`src/rtl/pfq_pkg.sv`:
```
package pfq_pkg;

    typedef enum logic [2:0] {
        KIND_A,
        KIND_L,
        KIND_LA,
        KIND_I,
        KIND_RGB,
        KIND_RGBA
    } kind_t;

    typedef enum logic [4:0] {
        FMT_A1, FMT_A2, FMT_A4, FMT_A8,
        FMT_L1, FMT_L2, FMT_L4, FMT_L8,
        FMT_LA1, FMT_LA2, FMT_LA4, FMT_LA8,
        FMT_I1, FMT_I2, FMT_I4, FMT_I8,
        FMT_RGB232, FMT_RGB332, FMT_RGB565, FMT_RGB8,
        FMT_RGB5A1, FMT_RGBA1, FMT_RGBA2, FMT_RGBA4, FMT_RGBA6, FMT_RGBA8
    } fmt_code_t;

    localparam logic [4:0] FMT_RESET = FMT_RGBA8;
    localparam logic [4:0] FMT_COUNT = 5'd26;

    // floor(x / 3) == (x * 683) >> 11 for every x up to 3 * 255
    localparam logic [10:0] DIV3_MUL = 11'd683;
    localparam int DIV3_SHIFT = 11;

    localparam int CH_R = 0;
    localparam int CH_G = 1;
    localparam int CH_B = 2;
    localparam int CH_A = 3;

    typedef logic [3:0] nbits_t;

    typedef struct packed {
        logic   known;
        kind_t  kind;
        nbits_t rbits;
        nbits_t gbits;
        nbits_t bbits;
        nbits_t abits;
    } fmt_desc_t;

    typedef struct packed {
        logic [7:0] red;
        logic [7:0] green;
        logic [7:0] blue;
        logic [7:0] alpha;
    } pix_t;

    // one output channel before widening
    typedef struct packed {
        logic [7:0] val;
        nbits_t     nbits;
        logic       fill;   // force 0xFF
        logic       zero;   // force 0x00
    } chan_t;

    function automatic fmt_desc_t mk_desc(input kind_t kind, input nbits_t r, input nbits_t g,
                                          input nbits_t b, input nbits_t a);
        fmt_desc_t d;
        d.known = 1'b1;
        d.kind  = kind;
        d.rbits = r;
        d.gbits = g;
        d.bbits = b;
        d.abits = a;
        return d;
    endfunction

    function automatic fmt_desc_t fmt_lookup(input logic [4:0] code);
        fmt_desc_t d;
        d = '0;
        unique case (code)
            FMT_A1:     d = mk_desc(KIND_A, 4'd1, 4'd1, 4'd1, 4'd1);
            FMT_A2:     d = mk_desc(KIND_A, 4'd2, 4'd2, 4'd2, 4'd2);
            FMT_A4:     d = mk_desc(KIND_A, 4'd4, 4'd4, 4'd4, 4'd4);
            FMT_A8:     d = mk_desc(KIND_A, 4'd8, 4'd8, 4'd8, 4'd8);
            FMT_L1:     d = mk_desc(KIND_L, 4'd1, 4'd1, 4'd1, 4'd1);
            FMT_L2:     d = mk_desc(KIND_L, 4'd2, 4'd2, 4'd2, 4'd2);
            FMT_L4:     d = mk_desc(KIND_L, 4'd4, 4'd4, 4'd4, 4'd4);
            FMT_L8:     d = mk_desc(KIND_L, 4'd8, 4'd8, 4'd8, 4'd8);
            FMT_LA1:    d = mk_desc(KIND_LA, 4'd1, 4'd1, 4'd1, 4'd1);
            FMT_LA2:    d = mk_desc(KIND_LA, 4'd2, 4'd2, 4'd2, 4'd2);
            FMT_LA4:    d = mk_desc(KIND_LA, 4'd4, 4'd4, 4'd4, 4'd4);
            FMT_LA8:    d = mk_desc(KIND_LA, 4'd8, 4'd8, 4'd8, 4'd8);
            FMT_I1:     d = mk_desc(KIND_I, 4'd1, 4'd1, 4'd1, 4'd1);
            FMT_I2:     d = mk_desc(KIND_I, 4'd2, 4'd2, 4'd2, 4'd2);
            FMT_I4:     d = mk_desc(KIND_I, 4'd4, 4'd4, 4'd4, 4'd4);
            FMT_I8:     d = mk_desc(KIND_I, 4'd8, 4'd8, 4'd8, 4'd8);
            FMT_RGB232: d = mk_desc(KIND_RGB, 4'd2, 4'd3, 4'd2, 4'd8);
            FMT_RGB332: d = mk_desc(KIND_RGB, 4'd3, 4'd3, 4'd2, 4'd8);
            FMT_RGB565: d = mk_desc(KIND_RGB, 4'd5, 4'd6, 4'd5, 4'd8);
            FMT_RGB8:   d = mk_desc(KIND_RGB, 4'd8, 4'd8, 4'd8, 4'd8);
            FMT_RGB5A1: d = mk_desc(KIND_RGBA, 4'd5, 4'd5, 4'd5, 4'd1);
            FMT_RGBA1:  d = mk_desc(KIND_RGBA, 4'd1, 4'd1, 4'd1, 4'd1);
            FMT_RGBA2:  d = mk_desc(KIND_RGBA, 4'd2, 4'd2, 4'd2, 4'd2);
            FMT_RGBA4:  d = mk_desc(KIND_RGBA, 4'd4, 4'd4, 4'd4, 4'd4);
            FMT_RGBA6:  d = mk_desc(KIND_RGBA, 4'd6, 4'd6, 4'd6, 4'd6);
            FMT_RGBA8:  d = mk_desc(KIND_RGBA, 4'd8, 4'd8, 4'd8, 4'd8);
            default:    d = '0;
        endcase
        return d;
    endfunction

    // keep the top n bits and repeat them down the byte
    function automatic logic [7:0] widen(input logic [7:0] v, input nbits_t n);
        logic [7:0] res;
        case (n)
            4'd1:    res = {8{v[7]}};
            4'd2:    res = {4{v[7:6]}};
            4'd3:    res = {v[7:5], v[7:5], v[7:6]};
            4'd4:    res = {2{v[7:4]}};
            4'd5:    res = {v[7:3], v[7:5]};
            4'd6:    res = {v[7:2], v[7:6]};
            4'd7:    res = {v[7:1], v[7]};
            default: res = v;
        endcase
        return res;
    endfunction

endpackage

```
`src/rtl/pfq_decode.sv`:
```
module pfq_decode (
    input  logic             clk,
    input  logic             rst_n,
    input  logic             up_valid,
    output logic             ready,
    input  logic             down_ready,
    input  logic [4:0]       pixel_format,
    input  pfq_pkg::pix_t    pix_in,
    output logic             valid,
    output pfq_pkg::fmt_desc_t desc,
    output pfq_pkg::pix_t    pix,
    output logic [9:0]       sum3,
    output logic [9:0]       sum4
);
    import pfq_pkg::*;

    logic       valid_reg;
    fmt_desc_t  desc_reg;
    pix_t       pix_reg;
    logic [9:0] sum3_reg;
    logic [9:0] sum4_reg;
    logic [9:0] sum3_next;

    assign ready = !valid_reg || down_ready;
    assign sum3_next = {2'b00, pix_in.red} + {2'b00, pix_in.green} + {2'b00, pix_in.blue};

    always_ff @(posedge clk or negedge rst_n)
    begin
        if (!rst_n)
        begin
            valid_reg <= 1'b0;
        end
        else if (ready)
        begin
            valid_reg <= up_valid;
        end
    end

    always_ff @(posedge clk)
    begin
        if (ready && up_valid)
        begin
            desc_reg <= fmt_lookup(pixel_format);
            pix_reg  <= pix_in;
            sum3_reg <= sum3_next;
            sum4_reg <= sum3_next + {2'b00, pix_in.alpha};
        end
    end

    assign valid = valid_reg;
    assign desc  = desc_reg;
    assign pix   = pix_reg;
    assign sum3  = sum3_reg;
    assign sum4  = sum4_reg;
endmodule

```
`src/rtl/pfq_reduce.sv`:
```
module pfq_reduce (
    input  logic                 clk,
    input  logic                 rst_n,
    input  logic                 up_valid,
    output logic                 ready,
    input  logic                 down_ready,
    input  pfq_pkg::fmt_desc_t   desc,
    input  pfq_pkg::pix_t        pix,
    input  logic [9:0]           sum3,
    input  logic [9:0]           sum4,
    output logic                 valid,
    output pfq_pkg::chan_t [3:0] chans
);
    import pfq_pkg::*;

    logic          valid_reg;
    chan_t [3:0]   chans_reg;
    chan_t [3:0]   chans_next;
    logic [20:0]   prod;
    logic [7:0]    lum;
    logic [7:0]    ival;

    assign ready = !valid_reg || down_ready;

    // luminance by reciprocal multiply, intensity by shift
    assign prod = 21'(sum3) * 21'(DIV3_MUL);
    assign lum  = prod[DIV3_SHIFT +: 8];
    assign ival = sum4[9:2];

    function automatic chan_t mk_chan(input logic [7:0] v, input nbits_t n);
        chan_t c;
        c.val   = v;
        c.nbits = n;
        c.fill  = 1'b0;
        c.zero  = 1'b0;
        return c;
    endfunction

    function automatic chan_t fill_chan();
        chan_t c;
        c = '0;
        c.fill = 1'b1;
        return c;
    endfunction

    always_comb
    begin
        chans_next = '0;
        for (int i = 0; i < 4; i++)
        begin
            chans_next[i].zero = 1'b1;
        end
        if (desc.known)
        begin
            case (desc.kind)
                KIND_A:
                begin
                    chans_next[CH_R] = fill_chan();
                    chans_next[CH_G] = fill_chan();
                    chans_next[CH_B] = fill_chan();
                    chans_next[CH_A] = mk_chan(pix.alpha, desc.abits);
                end
                KIND_L, KIND_LA:
                begin
                    chans_next[CH_R] = mk_chan(lum, desc.rbits);
                    chans_next[CH_G] = mk_chan(lum, desc.rbits);
                    chans_next[CH_B] = mk_chan(lum, desc.rbits);
                    chans_next[CH_A] = (desc.kind == KIND_LA) ?
                                       mk_chan(pix.alpha, desc.abits) : fill_chan();
                end
                KIND_I:
                begin
                    for (int i = 0; i < 4; i++)
                    begin
                        chans_next[i] = mk_chan(ival, desc.rbits);
                    end
                end
                default:
                begin
                    chans_next[CH_R] = mk_chan(pix.red, desc.rbits);
                    chans_next[CH_G] = mk_chan(pix.green, desc.gbits);
                    chans_next[CH_B] = mk_chan(pix.blue, desc.bbits);
                    chans_next[CH_A] = (desc.kind == KIND_RGBA) ?
                                       mk_chan(pix.alpha, desc.abits) : fill_chan();
                end
            endcase
        end
    end

    always_ff @(posedge clk or negedge rst_n)
    begin
        if (!rst_n)
        begin
            valid_reg <= 1'b0;
        end
        else if (ready)
        begin
            valid_reg <= up_valid;
        end
    end

    always_ff @(posedge clk)
    begin
        if (ready && up_valid)
        begin
            chans_reg <= chans_next;
        end
    end

    assign valid = valid_reg;
    assign chans = chans_reg;
endmodule

```
`src/rtl/pfq_widen.sv`:
```
module pfq_widen (
    input  logic                 clk,
    input  logic                 rst_n,
    input  logic                 up_valid,
    output logic                 ready,
    input  logic                 stall,
    input  pfq_pkg::chan_t [3:0] chans,
    output logic                 valid,
    output pfq_pkg::pix_t        pix
);
    import pfq_pkg::*;

    logic       valid_reg;
    pix_t       pix_reg;
    logic [7:0] val_next [4];

    assign ready = !valid_reg || !stall;

    always_comb
    begin
        for (int i = 0; i < 4; i++)
        begin
            if (chans[i].zero)
            begin
                val_next[i] = 8'h00;
            end
            else if (chans[i].fill)
            begin
                val_next[i] = 8'hFF;
            end
            else
            begin
                val_next[i] = widen(chans[i].val, chans[i].nbits);
            end
        end
    end

    always_ff @(posedge clk or negedge rst_n)
    begin
        if (!rst_n)
        begin
            valid_reg <= 1'b0;
        end
        else if (ready)
        begin
            valid_reg <= up_valid;
        end
    end

    always_ff @(posedge clk)
    begin
        if (ready && up_valid)
        begin
            pix_reg.red   <= val_next[CH_R];
            pix_reg.green <= val_next[CH_G];
            pix_reg.blue  <= val_next[CH_B];
            pix_reg.alpha <= val_next[CH_A];
        end
    end

    assign valid = valid_reg;
    assign pix   = pix_reg;
endmodule

```
`src/rtl/pixel_format_quantizer.sv`:
```
// Pixel format quantizer: one RGBA8 pixel word in, the same pixel reduced to
// the configured format and bit-replicated back to 8 bits per channel out.
// Input channel: in_valid / in_stall with in_red, in_green, in_blue, in_alpha.
//   A word is taken at a clock edge with in_valid high and in_stall low.
// Output channel: out_valid / out_stall with out_red .. out_alpha, taken at an
//   edge with out_valid high and out_stall low. out_valid is a register output.
// Config channel: cfg_valid / cfg_ready / cfg_data sets pixel_format (0..25;
//   codes 26..31 give an all-zero pixel). cfg_ready is always high. Write it
//   only while the pipeline is empty; the format is sampled at stage 1 entry.
// Pipeline: an accepted word passes three registered stages (decode+sums,
//   mean+select, widen into the output register) to out_valid. Throughput:
//   one word per cycle while out_stall is low, with a single 10x11 multiply in stage 2.
// Stall: each stage holds while the stage after it is full and held, so
//   out_stall backs up through in_stall; nothing is dropped or repeated.
// Reset: rst_n clears all stage valid bits and sets the format to RGBA8.
module pixel_format_quantizer (
    input  logic       clk,
    input  logic       rst_n,
    input  logic       in_valid,
    output logic       in_stall,
    input  logic [7:0] in_red,
    input  logic [7:0] in_green,
    input  logic [7:0] in_blue,
    input  logic [7:0] in_alpha,
    output logic       out_valid,
    input  logic       out_stall,
    output logic [7:0] out_red,
    output logic [7:0] out_green,
    output logic [7:0] out_blue,
    output logic [7:0] out_alpha,
    input  logic       cfg_valid,
    output logic       cfg_ready,
    input  logic [4:0] cfg_data
);
    import pfq_pkg::*;

    logic        cfg_write;
    logic [4:0]  fmt_reg;

    // stage handshakes
    logic        s1_ready;
    logic        s1_valid;
    logic        s2_ready;
    logic        s2_valid;
    logic        s3_ready;

    pix_t        pix_in;
    fmt_desc_t   s1_desc;
    pix_t        s1_pix;
    logic [9:0]  s1_sum3;
    logic [9:0]  s1_sum4;
    chan_t [3:0] s2_chans;
    pix_t        s3_pix;

    // single config register, writes always accepted
    assign cfg_ready = 1'b1;
    assign cfg_write = cfg_valid && cfg_ready;

    always_ff @(posedge clk or negedge rst_n)
    begin
        if (!rst_n)
        begin
            fmt_reg <= FMT_RESET;
        end
        else if (cfg_write)
        begin
            fmt_reg <= cfg_data;
        end
    end

    assign pix_in.red   = in_red;
    assign pix_in.green = in_green;
    assign pix_in.blue  = in_blue;
    assign pix_in.alpha = in_alpha;

    assign in_stall = !s1_ready;

    // stage 1: format decode, channel sums
    pfq_decode u_decode (
        .clk          (clk),
        .rst_n        (rst_n),
        .up_valid     (in_valid),
        .ready        (s1_ready),
        .down_ready   (s2_ready),
        .pixel_format (fmt_reg),
        .pix_in       (pix_in),
        .valid        (s1_valid),
        .desc         (s1_desc),
        .pix          (s1_pix),
        .sum3         (s1_sum3),
        .sum4         (s1_sum4)
    );

    // stage 2: luminance / intensity means, per-channel source select
    pfq_reduce u_reduce (
        .clk        (clk),
        .rst_n      (rst_n),
        .up_valid   (s1_valid),
        .ready      (s2_ready),
        .down_ready (s3_ready),
        .desc       (s1_desc),
        .pix        (s1_pix),
        .sum3       (s1_sum3),
        .sum4       (s1_sum4),
        .valid      (s2_valid),
        .chans      (s2_chans)
    );

    // stage 3: bit replication into the output register
    pfq_widen u_widen (
        .clk      (clk),
        .rst_n    (rst_n),
        .up_valid (s2_valid),
        .ready    (s3_ready),
        .stall    (out_stall),
        .chans    (s2_chans),
        .valid    (out_valid),
        .pix      (s3_pix)
    );

    assign out_red   = s3_pix.red;
    assign out_green = s3_pix.green;
    assign out_blue  = s3_pix.blue;
    assign out_alpha = s3_pix.alpha;
endmodule

```
`config.mk`:
```
export PLATFORM = sky130hd
export DESIGN_NAME = pixel_format_quantizer
export DESIGN_NICKNAME = d
export VERILOG_FILES = /design/src/rtl/pfq_pkg.sv /design/src/rtl/pfq_decode.sv /design/src/rtl/pfq_reduce.sv /design/src/rtl/pfq_widen.sv /design/src/rtl/pixel_format_quantizer.sv
export SDC_FILE = /design/constraint.sdc
export NUM_CORES = 1
export LEC_CHECK = 0
export BUFFER_PORTS_ARGS = -buffer_cell sky130_fd_sc_hd__buf_2
export CORE_MARGIN = 4
export CORE_UTILIZATION = 61
export CTS_CLUSTER_DIAMETER = 40
export DETAILED_ROUTE_END_ITERATION = 10
export PLACE_DENSITY = 0.81
export SETUP_SLACK_MARGIN = 0.4
export SYNTH_ARGS = -nofsm -noshare
export SYNTH_HDL_FRONTEND = slang
export SYNTH_SLANG_ARGS = --single-unit
```
`constraint.sdc`:
```
create_clock -name clk -period 4.9 [get_ports clk]
set_input_delay 0.98 -clock clk [delete_from_list [all_inputs] [get_ports clk]]
set_output_delay 0.98 -clock clk [all_outputs]
set_load 0.005 [all_outputs]
```
==> summary.txt <==
Outcome
  • Status: finished clean

Yosys
  • Post-Syn Nets: around 1100
  • Asr flop ratio synth: ~5.3%
  • Synthesized instance count: between 900 and 1000
  • Main synth FF type: edfxtp_1
  • Post-synthesis cell type count: 67
  • Seq/Total Area, Yosys: roughly 46%
  • EDFF count, synth: about 140
  • Synth Register Bits: ~150
  • Cell Area, Synth: 9683 um^2
  • Syn Area/Cell: ~10 um^2
  • Synth Warn #: 0

Floorplan
  • Initial core utilization: between 60 and 70%
  • Die Area: 17950 um^2
  • Num rows: 45
  • Die Wd: between 100 and 150 um
  • Core Area: roughly 15000 um^2
  • I/O pin total: just under 80
  • Die Y-Extent: about 130 um

Critical path
  • Worst setup SP type: register
  • Required time worst endpoint: 5.20 ns
  • Worst path cell trace: buf_6 > ha_4 > ha_4 > inv_2 > fa_1 > inv_1 > fa_1 > inv_1 > fa_1 > inv_2 > ha_4 > or2b_1 > o31ai_2 > a311o_1 > or3_4 > a21boi_4 > o21a_1
  • WP data arrival: just under 5 ns
  • Crit-path max cell delay: roughly 0.50 ns
  • Crit-path slowest cell: fa_1
  • Crit. End Element: register
  • WS Path Type: reg -> reg
  • Max FO, Critical Path: 5

Clock network
  • Clock buffer depth: 2
  • H-tree depth: 4
  • Worst-skew pair later-pin latency: about 0.43 ns
  • Clk slew on worst S/H paths: ~0.060 ns
  • Root Driver: clkbuf_16
  • Num Clock Sinks: about 150
  • CTS buffer count: 17
  • CTS tree: done
  • Hold_buf cts: 0

Place
  • Routability Congestion: 0.9282
  • IO buf count: 75
  • Hpwl dp: 16080 um

Global route
  • Initial antenna violation count: 0
  • Global-route wire length before repair: around 36000 um
  • All-layer global routing usage: about 25%
  • Total grt overflow: 0
  • Vias in the first global route: 7116
  • Largest net degree at the start of global routing: 47

Min path
  • Hold crit path type: in -> async

Route
  • First drt pass iteration count: 6
  • DR vias/cell: a little over 6
  • Via count: 7490
  • DR iter-0 viols: roughly 800
  • DRT antenna net count: 0
  • Post-route DRC: 0
  • Drt total wl: 22750 um
  • WL/cell: about 18 um

Cells and area
  • Antenna Cells: 0
  • FILL cells: ~1000
  • Most frequent cells in the layout: 143 x edfxtp_1, 88 x nand2_1, 86 x a21oi_1
  • Synth-to-layout area growth: 16.29%
  • Share of layout cells above drive strength 1: between 15 and 20%
  • Most common cell after layout, fill and taps aside: edfxtp_1
  • Max reg flops: between 40 and 50
  • Total Nets Final: ~1200

STA
  • Final Critical Period: between 4 and 5 ns
  • Setup Skew: around 0.011 ns
  • Highest Clock Rate: 216.5 MHz
  • Final period utilization: between 90% and 100%
  • Tightest Pin Transition: 1.040 ns
  • Max-slew violations: 0
  • Number of failing hold endpoints at the final stage: 0
  • Relative slew slack: a little under a third
  • Final setup viols: 0
  • Final TNS setup: 0 ns
  • RSZ-0062 raised after global routing: yes

Job
  • MaxCap Viol Count: 0
## path summary, 6_finish.rpt
kind	start	endpoint	slack, ns	cells after the start
worst min-delay path	rst_n	fmt_reg[2]$_DFFE_PN0P_	0.40	1
worst max-delay path	u_decode.sum3[5]$_DFFE_PP_	u_reduce.chans[11]$_SDFFCE_PN0P_	0.28	17
worst min register to register	u_decode.valid$_DFFE_PN0N_	u_reduce.valid$_DFFE_PN0P_	0.47	1
worst max register to register	u_decode.sum3[5]$_DFFE_PP_	u_reduce.chans[11]$_SDFFCE_PN0P_	0.28	17
min in group clk	u_decode.valid$_DFFE_PN0N_	u_reduce.valid$_DFFE_PN0P_	0.47	1
max in group asynchronous	rst_n	fmt_reg[4]$_DFFE_PN1P_	4.26	1
## per-layer routing
layer | GRT usage, % | share of wire (%) | vias to the layer above
met1 | 35.08 | 43 | 3500
li1 | - | - | 3521
met3 | 5.289 | 8.0 | 74
met4 | 12.29 | 3.8 | 0
met5 | 0 | 0 | -
met2 | 38.80 | 45 | 395
## stage by stage
| stage | setup WS [ns] | cells | hold WS (ns) | utilization (%) | area [um^2] |
|---|---|---|---|---|---|
| after global placement | 0.1732 | 1187 | 0.4605 | 66.67 | 10250 |
| after global routing | 0.2040 | 1231 | 0.4027 | 73.26 | 11260 |
| after CTS | 0.4113 | 1229 | 0.3853 | 72.54 | 11150 |
| after detailed placement | 0.03956 | 1187 | 0.4678 | 66.67 | 10250 |
| final | 0.2806 | 1231 | 0.3960 | 73.26 | 11260 |
| after floorplan | 0.4367 | 931 | 0.4487 | - | 9688 |
## worst max-delay path: cells and delay by family, from the launching register on
kind | cells | cell delay (ns)
AND/OR/NAND/NOR | 2 | 0.64
adder cells (fa/ha/maj) | 6 | 2.23
AO/OA/AOI/OAI | 4 | 0.85
flip-flops | 1 | 0.41
buffers and inverters | 5 | 0.34
## Yosys cell counts, types with 9 or more instances
cell	count	area [um^2]
nor3_1	16	80.08
fa_1	23	460.4
xnor2_1	24	210.2
a21oi_1	91	455.4
mux2i_1	10	100.1
nor2b_1	32	200.2
a21o_1	11	82.58
nor2_1	70	262.8
clkbuf_1	33	123.9
nand2_1	88	330.3
ha_1	85	1064
o21ai_0	56	280.3
nand3_1	9	45.04
inv_1	73	274.0
a31oi_1	19	118.9
o21a_1	13	97.59
edfxtp_1	143	4294
## kinds of logic after synthesis
group                    count (synthesis)  synth area share, %
AO/OA/AOI/OAI                          248                15.67
XOR/XNOR                                32                3.037
adder cells (fa/ha/maj)                108                15.74
buffers and inverters                  115                4.652
flip-flops                             151                46.45
multiplexers                            16                1.848
other                                    1              0.03873
AND/OR/NAND/NOR                        260                12.56
## final cells by class
| cell class | count | area, um^2 | share of cell area [%] |
|---|---|---|---|
| clock buffers | 24 | 481.7 | 4.278 |
| flip-flops and latches | 151 | 4498 | 39.94 |
| multi-input cells | 665 | 5062 | 44.96 |
| clock inverters | 8 | 121.4 | 1.078 |
| inverters | 75 | 281.5 | 2.500 |
| repair buffers | 97 | 551.8 | 4.900 |
| well taps | 211 | 264.0 | 2.344 |
## repair_timing
item	4_1_cts	5_1_grt
endpoints found under the setup margin	21	25
pin swaps	21	20
setup buffers	10	2
gates resized for setup	28	31
Power is left out: the tool's default activity adds up to more than one toggle a clock period on the data nets, which glitch-free logic cannot reach.
